===== src/design/rvd_pkg.sv =====
`default_nettype none
package rvd_pkg;

  localparam int MAX_LINES_DEF = 16;
  localparam int ADDR_BITS_DEF = 24;
  localparam int GRP_FIFO_DEPTH = 4;

  localparam logic [1:0] PH_IDLE  = 2'd0;
  localparam logic [1:0] PH_RTP   = 2'd1;
  localparam logic [1:0] PH_LINES = 2'd2;
  localparam logic [1:0] PH_DATA  = 2'd3;

  localparam logic [3:0] RTP_SKIP = 4'd14;
  localparam logic [2:0] LAST_HDR_POS = 3'd5;
  localparam logic [2:0] LAST_GRP_POS = 3'd5;

  localparam logic [1:0] CFG_STRIDE = 2'd0;
  localparam logic [1:0] CFG_XOFF   = 2'd1;
  localparam logic [1:0] CFG_YOFF   = 2'd2;

  localparam logic [12:0] STRIDE_RST = 13'd1024;

  localparam logic signed [27:0] K_CR_R = 28'sd91881;
  localparam logic signed [27:0] K_CB_G = 28'sd22554;
  localparam logic signed [27:0] K_CR_G = 28'sd46802;
  localparam logic signed [27:0] K_CB_B = 28'sd116130;
  localparam logic [8:0] CHROMA_MID = 9'd128;

  typedef struct packed {
    logic [31:0] ys;      // y00 in low byte
    logic [7:0]  cb;
    logic [7:0]  cr;
    logic [14:0] line;
    logic [15:0] col;
  } grp_t;

  function automatic logic [7:0] clamp8(input logic signed [27:0] v);
    logic [7:0] r;
    if (v < 0) begin
      r = 8'd0;
    end else if (v > 28'sh0ffffff) begin
      r = 8'hff;
    end else begin
      r = v[23:16];
    end
    return r;
  endfunction

endpackage
`default_nettype wire


===== src/design/raw_video_depacketizer_ycbcr420_top.sv =====
`default_nettype none
// RTP raw-video depacketizer for 8-bit YCbCr 4:2:0: takes one packet byte per cycle on push
// and turns each six-byte payload group into four frame-buffer pixel writes, one per cycle
// on the result side while pop is held, so a line of payload streams through at full byte
// rate. The parser tracks headers and line table in the front; full rises only when the
// four-entry group queue between the parser and the color/address pipeline is full. A group
// passes the group queue, group register, stage 1, stage 2 and output register in order.
module raw_video_depacketizer_ycbcr420_top import rvd_pkg::*; #(
  parameter int MAX_LINES = MAX_LINES_DEF,
  parameter int ADDR_BITS = ADDR_BITS_DEF
) (
  input  wire logic        clk_i,
  input  wire logic        rst_ni,
  input  wire logic        push,
  output logic             full,
  input  wire logic [7:0]  data_byte_i,
  input  wire logic        packet_start_i,
  output logic             empty,
  input  wire logic        pop,
  output logic [23:0]      pixel_address_o,
  output logic [23:0]      pixel_rgb_o,
  output logic             last_of_group_o,
  input  wire logic        cfg_we_i,
  input  wire logic [1:0]  cfg_idx_i,
  input  wire logic [12:0] cfg_data_i
);
  logic [12:0] stride_q;
  logic [11:0] xoff_q, yoff_q;

  always_ff @(posedge clk_i or negedge rst_ni) begin
    if (!rst_ni) begin
      stride_q <= STRIDE_RST;
      xoff_q <= '0;
      yoff_q <= '0;
    end else if (cfg_we_i) begin
      case (cfg_idx_i)
        CFG_STRIDE: stride_q <= cfg_data_i;
        CFG_XOFF:   xoff_q <= cfg_data_i[11:0];
        CFG_YOFF:   yoff_q <= cfg_data_i[11:0];
        default: begin
        end
      endcase
    end
  end

  logic acc, grp_push, grp_full, grp_pop, grp_empty;
  grp_t grp_w, grp_r;

  assign full = grp_full;
  assign acc = push && !grp_full;

  rvd_front #(.MAX_LINES(MAX_LINES)) u_front (
    .clk_i, .rst_ni,
    .acc_i(acc),
    .data_byte_i,
    .packet_start_i,
    .grp_push_o(grp_push),
    .grp_o(grp_w)
  );

  rvd_fifo #(.DEPTH(GRP_FIFO_DEPTH)) u_fifo (
    .clk_i, .rst_ni,
    .push_i(grp_push),
    .wdata_i(grp_w),
    .full_o(grp_full),
    .pop_i(grp_pop),
    .rdata_o(grp_r),
    .empty_o(grp_empty)
  );

  rvd_back #(.ADDR_BITS(ADDR_BITS)) u_back (
    .clk_i, .rst_ni,
    .grp_i(grp_r),
    .grp_empty_i(grp_empty),
    .grp_pop_o(grp_pop),
    .line_stride_i(stride_q),
    .x_offset_i(xoff_q),
    .y_offset_i(yoff_q),
    .empty_o(empty),
    .pop_i(pop),
    .pixel_address_o,
    .pixel_rgb_o,
    .last_of_group_o
  );

`ifndef SYNTH
  a_push_room: assert property (@(posedge clk_i) disable iff (!rst_ni)
    grp_push |-> !grp_full) else $error("group queue overrun");
  a_pop_data: assert property (@(posedge clk_i) disable iff (!rst_ni)
    grp_pop |-> !grp_empty) else $error("group queue underrun");
  a_held: assert property (@(posedge clk_i) disable iff (!rst_ni)
    (!empty && !pop) |=> (!empty && $stable(pixel_rgb_o) && $stable(pixel_address_o)))
    else $error("pending pixel lost");
`endif
endmodule
`default_nettype wire


===== src/design/rvd_fifo.sv =====
`default_nettype none
module rvd_fifo import rvd_pkg::*; #(
  parameter int DEPTH = GRP_FIFO_DEPTH
) (
  input  wire logic clk_i,
  input  wire logic rst_ni,
  input  wire logic push_i,
  input  wire grp_t wdata_i,
  output logic      full_o,
  input  wire logic pop_i,
  output grp_t      rdata_o,
  output logic      empty_o
);
  localparam int PW = (DEPTH > 1) ? $clog2(DEPTH) : 1;
  localparam int CW = $clog2(DEPTH + 1);

  grp_t mem_q [DEPTH];
  logic [PW-1:0] wp_q, rp_q, wp_d, rp_d;
  logic [CW-1:0] cnt_q, cnt_d;

  assign full_o  = (cnt_q == CW'(DEPTH));
  assign empty_o = (cnt_q == '0);
  assign rdata_o = mem_q[rp_q];

  always_comb begin
    wp_d = wp_q;
    rp_d = rp_q;
    cnt_d = cnt_q;
    if (push_i) begin
      wp_d = (wp_q == PW'(DEPTH - 1)) ? '0 : wp_q + 1'b1;
    end
    if (pop_i) begin
      rp_d = (rp_q == PW'(DEPTH - 1)) ? '0 : rp_q + 1'b1;
    end
    if (push_i && !pop_i) begin
      cnt_d = cnt_q + 1'b1;
    end else if (pop_i && !push_i) begin
      cnt_d = cnt_q - 1'b1;
    end
  end

  always_ff @(posedge clk_i or negedge rst_ni) begin
    if (!rst_ni) begin
      wp_q <= '0;
      rp_q <= '0;
      cnt_q <= '0;
    end else begin
      wp_q <= wp_d;
      rp_q <= rp_d;
      cnt_q <= cnt_d;
    end
  end

  always_ff @(posedge clk_i) begin
    if (push_i) begin
      mem_q[wp_q] <= wdata_i;
    end
  end
endmodule
`default_nettype wire


===== src/design/rvd_front.sv =====
`default_nettype none
module rvd_front import rvd_pkg::*; #(
  parameter int MAX_LINES = MAX_LINES_DEF
) (
  input  wire logic       clk_i,
  input  wire logic       rst_ni,
  input  wire logic       acc_i,
  input  wire logic [7:0] data_byte_i,
  input  wire logic       packet_start_i,
  output logic            grp_push_o,
  output grp_t            grp_o
);
  localparam int LW = $clog2(MAX_LINES + 1);
  localparam int IW = (MAX_LINES > 1) ? $clog2(MAX_LINES) : 1;

  logic [15:0] len_tab_q  [MAX_LINES];
  logic [14:0] line_tab_q [MAX_LINES];
  logic [14:0] offs_tab_q [MAX_LINES];

  logic [1:0]  ph_q, ph_d;
  logic [3:0]  hdr_q, hdr_d;
  logic [2:0]  pos_q, pos_d;
  logic [47:0] asm_q, asm_d;
  logic [LW-1:0] lines_q, lines_d;
  logic [LW-1:0] cur_q, cur_d;
  logic [15:0] left_q, left_d;
  logic [15:0] col_q, col_d;
  logic [39:0] gb_q, gb_d;

  logic          tab_we;
  logic [47:0]   hdr_word;
  logic          do_enter;
  logic [LW-1:0] enter_from;
  logic [LW-1:0] enter_stored;
  logic          found;
  logic [IW-1:0] found_idx;
  logic [15:0]   found_len;
  logic [14:0]   found_offs;

  // lowest stored line at or after enter_from with nonzero length
  always_comb begin
    found = 1'b0;
    found_idx = '0;
    for (int i = MAX_LINES - 1; i >= 0; i--) begin
      logic [15:0] l;
      l = (tab_we && lines_q == LW'(i)) ? hdr_word[47:32] : len_tab_q[i];
      if (LW'(i) >= enter_from && LW'(i) < enter_stored && l != 16'd0) begin
        found = 1'b1;
        found_idx = IW'(i);
      end
    end
    if (tab_we && lines_q[IW-1:0] == found_idx) begin
      found_len = hdr_word[47:32];
      found_offs = hdr_word[14:0];
    end else begin
      found_len = len_tab_q[found_idx];
      found_offs = offs_tab_q[found_idx];
    end
  end

  always_comb begin
    logic [1:0]    ph_e;
    logic [3:0]    hdr_e;
    logic [2:0]    pos_e;
    logic [47:0]   asm_e;
    logic [LW-1:0] lines_e;
    logic [LW-1:0] cur_e;
    logic [15:0]   left_e;
    logic [15:0]   col_e;
    logic [39:0]   gb_e;
    ph_e = ph_q; hdr_e = hdr_q; pos_e = pos_q; asm_e = asm_q; lines_e = lines_q;
    cur_e = cur_q; left_e = left_q; col_e = col_q; gb_e = gb_q;
    if (acc_i && packet_start_i) begin
      ph_e = PH_RTP; hdr_e = '0; pos_e = '0; asm_e = '0; lines_e = '0;
      cur_e = '0; left_e = '0; col_e = '0; gb_e = '0;
    end
    ph_d = ph_e; hdr_d = hdr_e; pos_d = pos_e; asm_d = asm_e; lines_d = lines_e;
    cur_d = cur_e; left_d = left_e; col_d = col_e; gb_d = gb_e;
    tab_we = 1'b0;
    hdr_word = {asm_e[39:0], data_byte_i};
    do_enter = 1'b0;
    enter_from = '0;
    enter_stored = lines_e;
    grp_push_o = 1'b0;
    grp_o.ys = gb_e[31:0];
    grp_o.cb = gb_e[39:32];
    grp_o.cr = data_byte_i;
    grp_o.line = line_tab_q[cur_e[IW-1:0]];
    grp_o.col = col_e;

    if (acc_i) begin
      case (ph_e)
        PH_RTP: begin
          hdr_d = hdr_e + 1'b1;
          if (hdr_e + 1'b1 >= RTP_SKIP) begin
            ph_d = PH_LINES;
            pos_d = '0;
            asm_d = '0;
          end
        end
        PH_LINES: begin
          asm_d = hdr_word;
          pos_d = pos_e + 1'b1;
          if (pos_e == LAST_HDR_POS) begin
            pos_d = '0;
            asm_d = '0;
            if (lines_e >= LW'(MAX_LINES)) begin
              ph_d = PH_IDLE;
            end else begin
              tab_we = 1'b1;
              lines_d = lines_e + 1'b1;
              if (!hdr_word[15]) begin
                ph_d = PH_DATA;
                do_enter = 1'b1;
                enter_from = '0;
                enter_stored = lines_e + 1'b1;
              end
            end
          end
        end
        PH_DATA: begin
          if (pos_e != LAST_GRP_POS) begin
            gb_d[8*pos_e +: 8] = data_byte_i;
            pos_d = pos_e + 1'b1;
          end else begin
            grp_push_o = 1'b1;
            col_d = col_e + 16'd2;
            pos_d = '0;
            gb_d = '0;
          end
          left_d = left_e - 1'b1;
          if (left_e == 16'd1) begin
            do_enter = 1'b1;
            enter_from = cur_e + 1'b1;
          end
        end
        default: begin
        end
      endcase

      if (do_enter) begin
        if (found) begin
          cur_d = LW'(found_idx);
          left_d = found_len;
          col_d = {1'b0, found_offs};
          pos_d = '0;
          gb_d = '0;
        end else begin
          cur_d = enter_from;
          ph_d = PH_IDLE;
        end
      end
    end
  end

  always_ff @(posedge clk_i or negedge rst_ni) begin
    if (!rst_ni) begin
      ph_q <= PH_IDLE;
      hdr_q <= '0;
      pos_q <= '0;
      asm_q <= '0;
      lines_q <= '0;
      cur_q <= '0;
      left_q <= '0;
      col_q <= '0;
      gb_q <= '0;
    end else begin
      ph_q <= ph_d;
      hdr_q <= hdr_d;
      pos_q <= pos_d;
      asm_q <= asm_d;
      lines_q <= lines_d;
      cur_q <= cur_d;
      left_q <= left_d;
      col_q <= col_d;
      gb_q <= gb_d;
    end
  end

  always_ff @(posedge clk_i) begin
    if (tab_we) begin
      len_tab_q[lines_q[IW-1:0]]  <= hdr_word[47:32];
      line_tab_q[lines_q[IW-1:0]] <= hdr_word[30:16];
      offs_tab_q[lines_q[IW-1:0]] <= hdr_word[14:0];
    end
  end
endmodule
`default_nettype wire


===== src/design/rvd_back.sv =====
`default_nettype none
module rvd_back import rvd_pkg::*; #(
  parameter int ADDR_BITS = ADDR_BITS_DEF
) (
  input  wire logic        clk_i,
  input  wire logic        rst_ni,
  input  wire grp_t        grp_i,
  input  wire logic        grp_empty_i,
  output logic             grp_pop_o,
  input  wire logic [12:0] line_stride_i,
  input  wire logic [11:0] x_offset_i,
  input  wire logic [11:0] y_offset_i,
  output logic             empty_o,
  input  wire logic        pop_i,
  output logic [23:0]      pixel_address_o,
  output logic [23:0]      pixel_rgb_o,
  output logic             last_of_group_o
);
  grp_t       grp_q;
  logic       gv_q, gv_d;
  logic [1:0] k_q, k_d;

  logic        s1_v_q, s1_v_d;
  logic [7:0]  s1_y_q, s1_cb_q, s1_cr_q;
  logic [14:0] s1_line_q;
  logic [15:0] s1_col_q;
  logic        s1_row_q, s1_cbit_q, s1_last_q;

  logic        s2_v_q, s2_v_d;
  logic [29:0] s2_prod_q;
  logic [16:0] s2_xsum_q;
  logic signed [27:0] s2_yy_q, s2_pr_q, s2_pgb_q, s2_pgr_q, s2_pb_q;
  logic        s2_last_q;

  logic        o_v_q, o_v_d;

  logic o_rdy, s2_take, s1_take, issue, load;

  assign o_rdy   = !o_v_q || pop_i;
  assign s2_take = !s2_v_q || o_rdy;
  assign s1_take = !s1_v_q || s2_take;
  assign issue   = gv_q && s1_take;
  assign load    = (!gv_q || (issue && k_q == 2'd3)) && !grp_empty_i;
  assign grp_pop_o = load;
  assign empty_o = !o_v_q;

  always_comb begin
    gv_d = gv_q;
    k_d = k_q;
    if (issue) begin
      k_d = k_q + 1'b1;
      if (k_q == 2'd3) begin
        gv_d = 1'b0;
      end
    end
    if (load) begin
      gv_d = 1'b1;
      k_d = '0;
    end
    s1_v_d = s1_take ? issue : s1_v_q;
    s2_v_d = s2_take ? s1_v_q : s2_v_q;
    o_v_d  = o_rdy ? s2_v_q : o_v_q;
  end

  // stage 2 arithmetic
  logic [16:0] rowsum;
  logic signed [27:0] r1x, b1x;
  logic [8:0] r1, b1;
  assign rowsum = 17'(s1_line_q) + 17'(y_offset_i) + 17'(s1_row_q);
  assign r1 = {1'b0, s1_cr_q} - CHROMA_MID;
  assign b1 = {1'b0, s1_cb_q} - CHROMA_MID;
  assign r1x = {{19{r1[8]}}, r1};
  assign b1x = {{19{b1[8]}}, b1};

  // output stage sums
  logic [30:0] asum;
  logic [23:0] amasked;
  logic signed [27:0] rs, gs, bs;
  assign asum = 31'(s2_prod_q) + 31'(s2_xsum_q);
  always_comb begin
    for (int i = 0; i < 24; i++) begin
      amasked[i] = (i < ADDR_BITS && i < 31) ? asum[i] : 1'b0;
    end
  end
  assign rs = s2_yy_q + s2_pr_q;
  assign gs = s2_yy_q - s2_pgb_q - s2_pgr_q;
  assign bs = s2_yy_q + s2_pb_q;

  always_ff @(posedge clk_i or negedge rst_ni) begin
    if (!rst_ni) begin
      gv_q <= 1'b0;
      k_q <= '0;
      s1_v_q <= 1'b0;
      s2_v_q <= 1'b0;
      o_v_q <= 1'b0;
    end else begin
      gv_q <= gv_d;
      k_q <= k_d;
      s1_v_q <= s1_v_d;
      s2_v_q <= s2_v_d;
      o_v_q <= o_v_d;
    end
  end

  always_ff @(posedge clk_i) begin
    if (load) begin
      grp_q <= grp_i;
    end
    if (s1_take && issue) begin
      s1_y_q <= grp_q.ys[8*k_q +: 8];
      s1_cb_q <= grp_q.cb;
      s1_cr_q <= grp_q.cr;
      s1_line_q <= grp_q.line;
      s1_col_q <= grp_q.col;
      s1_row_q <= k_q[1];
      s1_cbit_q <= k_q[0];
      s1_last_q <= (k_q == 2'd3);
    end
    if (s2_take) begin
      s2_prod_q <= 30'(rowsum) * 30'(line_stride_i);
      s2_xsum_q <= 17'(x_offset_i) + 17'(s1_col_q) + 17'(s1_cbit_q);
      s2_yy_q <= $signed({4'd0, s1_y_q, s1_y_q, s1_y_q});
      s2_pr_q <= K_CR_R * r1x;
      s2_pgb_q <= K_CB_G * b1x;
      s2_pgr_q <= K_CR_G * r1x;
      s2_pb_q <= K_CB_B * b1x;
      s2_last_q <= s1_last_q;
    end
    if (o_rdy && s2_v_q) begin
      pixel_address_o <= amasked;
      pixel_rgb_o <= {clamp8(rs), clamp8(gs), clamp8(bs)};
      last_of_group_o <= s2_last_q;
    end
  end
endmodule
`default_nettype wire

===== config.mk =====
export PLATFORM = sky130hd
export DESIGN_NAME = raw_video_depacketizer_ycbcr420_top
export DESIGN_NICKNAME = d
export VERILOG_FILES = /design/src/design/rvd_pkg.sv /design/src/design/raw_video_depacketizer_ycbcr420_top.sv /design/src/design/rvd_fifo.sv /design/src/design/rvd_front.sv /design/src/design/rvd_back.sv
export SDC_FILE = /design/constraint.sdc
export NUM_CORES = 2
export LEC_CHECK = 0
export BUFFER_PORTS_ARGS = -buffer_cell sky130_fd_sc_hd__clkbuf_2
export CAP_MARGIN = 20
export CORE_ASPECT_RATIO = 1.4
export CORE_UTILIZATION = 37
export DETAILED_ROUTE_END_ITERATION = 8
export MAX_ROUTING_LAYER = met4
export PLACE_DENSITY = 0.58
export SYNTH_ARGS = -nofsm -noshare
export SYNTH_HDL_FRONTEND = slang
export SYNTH_SLANG_ARGS = --single-unit

===== constraint.sdc =====
create_clock -name clk_i -period 10.9 [get_ports clk_i]
set_clock_uncertainty 0.1 [all_clocks]
set_input_delay 1.09 -clock clk_i [delete_from_list [all_inputs] [get_ports clk_i]]
set_output_delay 1.09 -clock clk_i [all_outputs]
set_load 0.01 [all_outputs]

======== Word level (Yosys, flattened, before mapping) ========
Memory sizes are Yosys's and may differ from the RTL's. A register that Yosys moved wholly into a read port is not among the register bits.
Cells that the tools add are included.
storage, ports and cells
  register bits after elaboration ......... 471
  input port bits ......................... 29
  bits in writable memories ............... 1052
  memories ................................ 4
  logic and storage cells ................. 379
  output and inout bits ................... 51
memory list
  name                depth  bits a word  rd ports  clocked after memory_dff  wr ports  line             text
  u_fifo.mem_q        4      79           1         1                         1         rvd_fifo.sv:17   grp_t mem_q [DEPTH];
  u_front.len_tab_q   16     16           17        0                         1         rvd_front.sv:16  logic [15:0] len_tab_q [MAX_LINES];
  u_front.line_tab_q  16     15           1         0                         1         rvd_front.sv:17  logic [14:0] line_tab_q [MAX_LINES];
  u_front.offs_tab_q  16     15           1         0                         1         rvd_front.sv:18  logic [14:0] offs_tab_q [MAX_LINES];
cells by class
  muxes and demuxes ....................... 139
  equality and inequality tests ........... 28
  multiply operators ...................... 5
  shifts and indexed selects .............. 3
  reduce and logical (&&, ||, !) cells .... 96
  magnitude comparators ................... 40
  add/subtract/negate cells ............... 23
operators by type and width
  cell                                                              count
  two-way mux 16 bit                                                28
  nonzero test 16 bit                                               16
  two-way mux 40 bit                                                6
  two-way mux 48 bit                                                4
  one-hot mux 48 bit (2 select lines)                               1
  two-way mux 5 bit                                                 17
  greater-than comparator 28 x 25 -> 1 bit (second input constant)  3
  less-than comparator 28 x 1 -> 1 bit (second input constant)      3
  two-way mux 4 bit                                                 19
  logical AND 1 bit                                                 58
  adder 25 x 28 -> 28 bit                                           2
  bitwise mux 40 bit                                                1
  == test 5 x 4 -> 1 bit (second input constant)                    8
  >= comparator 4 x 5 -> 1 bit (first input constant)               8
  less-than comparator 4 x 5 -> 1 bit (first input constant)        8
  variable shift 8 x 34 -> 40 bit (first input constant)            1
  indexed part select 8 x 34 -> 40 bit                              1
  two-way mux 1 bit                                                 35
  adder 17 x 1 -> 17 bit                                            2
  negator 6 -> 34 bit                                               1
  indexed part select 32 x 6 -> 8 bit                               1
  subtractor 25 x 28 -> 28 bit                                      1
  subtractor 28 bit                                                 1
  multiplier 18 x 9 -> 27 bit (first input constant)                1
  other kinds (46)                                                  108

======== Depth between registers and ports, before layout ========
  word-level depth ........................ 36
  gate-level depth with buffers ........... 33
  depth with buffers taken out ............ 32

======== Modules after synthesis ========
From an unflattened synthesis, not the netlist that was laid out.
second synthesis, totals
  cells, all modules ...................... 6090
  area total of the unflattened synthesis .. 82236.4 sq um
by module, submodules not included
  module                               sequential area each (sq um)  instances  area an instance (sq um)  cells an instance
  rvd_front                            25379.3                       1          39024.9                   2904
  rvd_back                             10029.6                       1          29907.4                   2655
  rvd_fifo                             9664.3                        1          11890.2                   450
  raw_video_depacketizer_ycbcr420_top  927.1                         1          1413.9                    81

======== Worst setup path after synthesis ========
OpenSTA, ideal clock, no wires.
  path kind ............................... input-to-reg
  start point ............................. input packet_start_i
  end point ............................... register u_front.left_q[8]
  data required time ...................... 10.680 ns
  cell stages on the path ................. 27
  setup time .............................. 0.120 ns
  buffers on the path ..................... 9
  slack ................................... -1.315 ns
  data arrival time ....................... 11.996 ns
  path through ............................ clkbuf_1 > and2_1 > nand2_1 > clkbuf_1 > clkbuf_1 > clkbuf_1 > clkbuf_1 > clkbuf_1 > nand2b_1 > inv_1 > ha_1 > nand4b_1 > or3_1 > nor4b_1 > mux2_2 > a311oi_2 > o22ai_2 > or4_1 > a221o_1 > nor4b_2 > and3_1 > buf_6 > and2_1 > buf_6 > buf_6 > nand3_1 > and3_1
between the ends
  cells in the longest elaborated chain, start to end .. 33
  elaborated cells between the ends (all ways) .. 185
  those cells by class .................... 3 x add/sub; 33 x order compare; 5 x eq/ne; 77 x mux; 66 x reduce/logical; 1 x memory
RTL lines
  item                                                                           line                                       text
  start: declaration                                                             raw_video_depacketizer_ycbcr420_top.sv:17  input wire logic packet_start_i,
  logical AND 1 bit *                                                            rvd_front.sv:73                            if (acc_i && packet_start_i) begin
  parallel branches: the longest is 31 deep, another holds adder 5 x 1 -> 5 bit  -
  two-way mux 16 bit *                                                           rvd_front.sv:91                            if (acc_i) begin
  net u_front.left_d[8]                                                          rvd_front.sv:26                            logic [15:0] left_q, left_d;
  end signal: assignment                                                         rvd_front.sv:174                           left_q <= left_d;
  end: declaration                                                               rvd_front.sv:26
Mark *: on every way through the listed nets, which the timed path passes. The select of a mux whose other input is x is not followed.
A chain may end at the register's enable or synchronous reset.

======== Final worst setup path ========
  start point ............................. register u_back.s1_line_q[0]
  end point ............................... register u_back.s2_prod_q[23] (data pin)
between the ends
  cells in the longest elaborated chain, start to end .. 3
RTL lines
  item                          line             text
  start: declaration            rvd_back.sv:25   logic [14:0] s1_line_q;
  start signal: assignment      rvd_back.sv:113  s1_line_q <= grp_q.line;
  adder 15 x 12 -> 16 bit       rvd_back.sv:69   assign rowsum = 17'(s1_line_q) + 17'(y_offset_i) + 17'(s1_row_q);
  adder 17 x 1 -> 17 bit        rvd_back.sv:69
  multiplier 17 x 13 -> 24 bit  rvd_back.sv:120  s2_prod_q <= 30'(rowsum) * 30'(line_stride_i);
  end signal: assignment        rvd_back.sv:120
  end: declaration              rvd_back.sv:30   logic [29:0] s2_prod_q;
No other way between the ends.

==> impl_metrics.csv <==
group,metric,value,unit
sta,max_freq,112,MHz
floorplan,dieHeight,558,µm
place,portBuffers,79,
floorplan,initial_core_util,37.3,%
clocking,cts_tree,"built",
sta,grt_setup_unrepaired,"no",
global_route,grt_max_degree,81,
floorplan,fp.coreArea,219000,µm²
worst_setup_path,r2r_cells,27,
power,ir_worst_vdd,0.834,mV
global_route,grt_overflow,0,
sta,slew-limit-headroom,17.0,%
synth,synth-compound-area-share,8.20,%
floorplan,dieArea,223000,µm²
detailed_routing,wl_per_cell,22.9,µm
detailed_routing,drc,0,
global_route,grt_pass1_wl,319,mm
synth,synth.avg_cell_area,13.4,µm²
finish,seqCellArea,46000,µm²
clocking,clock_path_buffers,3,
clocking,cts_hold_buf,0,
finish,nets,6982,
detailed_routing,drt_first_pass_iters,6,
clocking,worstSkewPairLatency,0.82,ns
synth,synthMuxAreaShare,7.84,%
worst_setup_path,cp-start-kind,"flip-flop",
sta,tightestPinTransition,1.23,ns
place,dp.final_hpwl,142,mm
clocking,cts_buffers,161,
synth,ys.flop_type,"edfxtp_1",
power,power_density,343,nW/µm²
clocking,cts_sinks,1562,
worst_setup_path,crit_required,11.37,ns
clocking,clk_pin_slew,0.07,ns
sta,setup_viol,0,
synth,synth-seq-area-share,56.2,%
global_route,grt_pass1_vias,51364,
sta,drv_slew,0,
clocking,post_cts_buffers,0,
finish,fill_cells,20072,
worst_setup_path,endpoint_kind,"flip-flop",
floorplan,ios,80,
worst_setup_path,startpoint,"u_back.s1_line_q[0]",
synth,yosys.area.top_type,"edfxtp_1",
synth,ys_ff_latch,1562,
global_route,antenna_found_initial,12,
place,placed_cell_area,86000,µm²
detailed_routing,vias,49620,
synth,yosysWarnings,0,
clocking,cts_resized,0,
finish,layout.cells.non_filler,9221,
synth,synthXorXnorAreaFrac,1.93,%
hold_path,hp-class,"in -> async",
clocking,cts-root-buf,"clkbuf_16",
power,power,31.4,mW
synth,post-synth-top-area-fraction,50.7,%
finish,area_growth,11.8,%
sta,fin_crit,8.92,ns
worst_setup_path,cp_data_arrival_time,9.39,ns
detailed_routing,drt_iter0_markers,3102,
job,drv_cap,0,
finish,multi_input_area,33200,µm²
finish,layout_common_cells,"edfxtp_1, inv_1, ha_1, nand2_1, fa_1",
worst_setup_path,r2r-start,"u_back.s1_line_q[0]",
power,leakagePower,34.7,nW
sta,period_share,81.9,%
sta,hold_viol,0,
place,dp.cells,8917,
finish,layout-drive-gt1-share,11.8,%
synth,synth_cell_types,98,
synth,synth_area_leaders,"edfxtp_1, fa_1, ha_1",
synth,yosys.area_share.simple,8.22,%
floorplan,rows,203,
detailed_routing,viasPerCell,5.38,
status,status,"finished clean",
synth,syn_inst,6089,
global_route,groute.usage.overall,19.5,%
place,routabilityCongestion,0.905,
synth,synth_top_family_by_area,"adder cells",
worst_setup_path,crit_type,"reg -> reg",
synth,postSynth.asyncResetShare,11.6,%
floorplan,dieWidth,399,µm
sta,setup_tns,0,ns
worst_setup_path,reg2reg_setup_slack,1.98,ns
clocking,cts_max_level,4,
finish,stdcell_area,91500,µm²
detailed_routing,drt-total-wl,211,mm
synth,synth_area,81800,µm²
finish,final_common_cell,"edfxtp_1",
synth,synthAdderAreaFrac,14.0,%
detailed_routing,drtAntennaViolNets,0,
worst_setup_path,timing.rr.end,"u_back.s2_prod_q[23]",
synth,synth_edf_count,1381,
worst_setup_path,cp_max_fo,10,
## worst max path at each step
stage                      endpoint  cells after the start
3_5_place_dp   u_back.s2_prod_q[23]                     28
3_3_place_gp   u_back.s2_prod_q[23]                     27
5_1_grt        u_back.s2_prod_q[23]                     27
2_1_floorplan      u_front.col_q[8]                     28
6_report       u_back.s2_prod_q[23]                     27
4_1_cts        u_back.s2_prod_q[23]                     28
## kinds of logic (layout without fill, tap and decap cells)
kind of cell	count (synthesis)	after routing
flip-flops	1562	1562
buffers and inverters	754	1001
other	2	17
multiplexers	506	506
AND/OR/NAND/NOR	1339	1339
XOR/XNOR	179	179
adder cells (fa/ha/maj)	741	741
AO/OA/AOI/OAI	1006	1006
## report_power, final
| part | switching (mW) | internal (mW) |
|---|---|---|
| sequential | 0.393 | 7.97 |
| clock | 2.40 | 3.22 |
| combinational | 9.53 | 7.84 |
## metrics by stage
step           hold slack, ns  setup slack [ns]  util, %
2_1_floorplan           0.300             0.293        -
3_3_place_gp            0.300              1.99     39.2
3_5_place_dp            0.305              1.91     39.2
4_1_cts                 0.130              1.94     41.7
5_1_grt                 0.143              1.56     41.7
6_report                0.152              1.98     41.7
## state kept, by name, indices dropped and copies added (netlist names), 18 cells and up
signal and cells:
u_front.len_tab_q 256, u_fifo.mem_q 316, u_back.pixel_address_o 24, u_back.s2_pb_q 24, u_back.pixel_rgb_o 24, u_back.s2_prod_q 24
u_front.gb_q 40, u_back.s2_pgr_q 18, u_back.s2_pr_q 27, u_front.asm_q 40, u_back.s2_pgb_q 24, u_front.offs_tab_q 240
u_front.line_tab_q 240, u_back.grp_q 79
## layer usage
layer	GRT usage, %	wire length, µm	up-vias
met4	7.20	8270	0
li1	-	-	22757
met5	-	0	-
met1	22.4	83400	25181
met2	34.3	110000	1305
met3	2.96	9920	377
## worst max-delay path, cell delays in order, from the launching register on
cell      delay, ns
edfxtp_1       0.37
ha_1           0.24
fa_1           0.40
a21o_1         0.19
a21oi_1        0.23
xnor2_1        0.21
nand4_1        0.14
a211oi_1       0.35
and4_1         0.30
nand2_1        0.10
or4b_2         0.67
a21boi_0       0.17
o21ai_0        0.13
xor2_1         0.73
nand2b_1       0.23
fa_1           0.46
fa_1           0.53
fa_1           0.44
fa_1           0.55
inv_1          0.06
fa_1           0.49
ha_1           0.37
or2_2          0.29
a21oi_1        0.15
a31oi_1        0.08
a21o_1         0.20
a21oi_1        0.14
xnor3_1        0.39
## Yosys cell counts, types with 10 or more instances
library cell and number:
mux2i_1 267, fa_1 290, nand3_1 123, nand2b_1 52, o21ai_0 175, nor2_1 224, mux4_2 93, a21boi_0 18
nand2_1 386, dfrtp_1 180, xnor2_1 124, a211oi_1 69, or3_1 21, or2_2 15, clkbuf_1 154, a31oi_1 42
o21bai_1 36, a21oi_1 245, a311oi_1 10, buf_2 33, nand4_1 36, xor2_1 54, nor2b_1 45, a221o_1 11
nor3_1 88, nor4_1 83, inv_1 524, a211o_1 10, o22ai_1 61, o31ai_1 10, buf_1 31, a22oi_1 19
edfxtp_1 1381, o21ai_1 13, a22o_1 48, and2_1 169, ha_1 451, a21o_1 75, o21a_1 20, and3_1 43
a221oi_1 33, o211ai_1 16, mux2_2 146, o221ai_1 16
## cell type report
type | count | share of cell area (%)
antenna | 10 | 0.0274
clock inverter | 96 | 1.30
timing repair buffer | 182 | 1.39
sequential | 1562 | 50.3
multi-input combinational | 3778 | 36.3
inverter | 527 | 2.16
tap | 2870 | 3.93
clock buffer | 196 | 4.62
No activity file was read; power rests on OpenSTA's default activity.
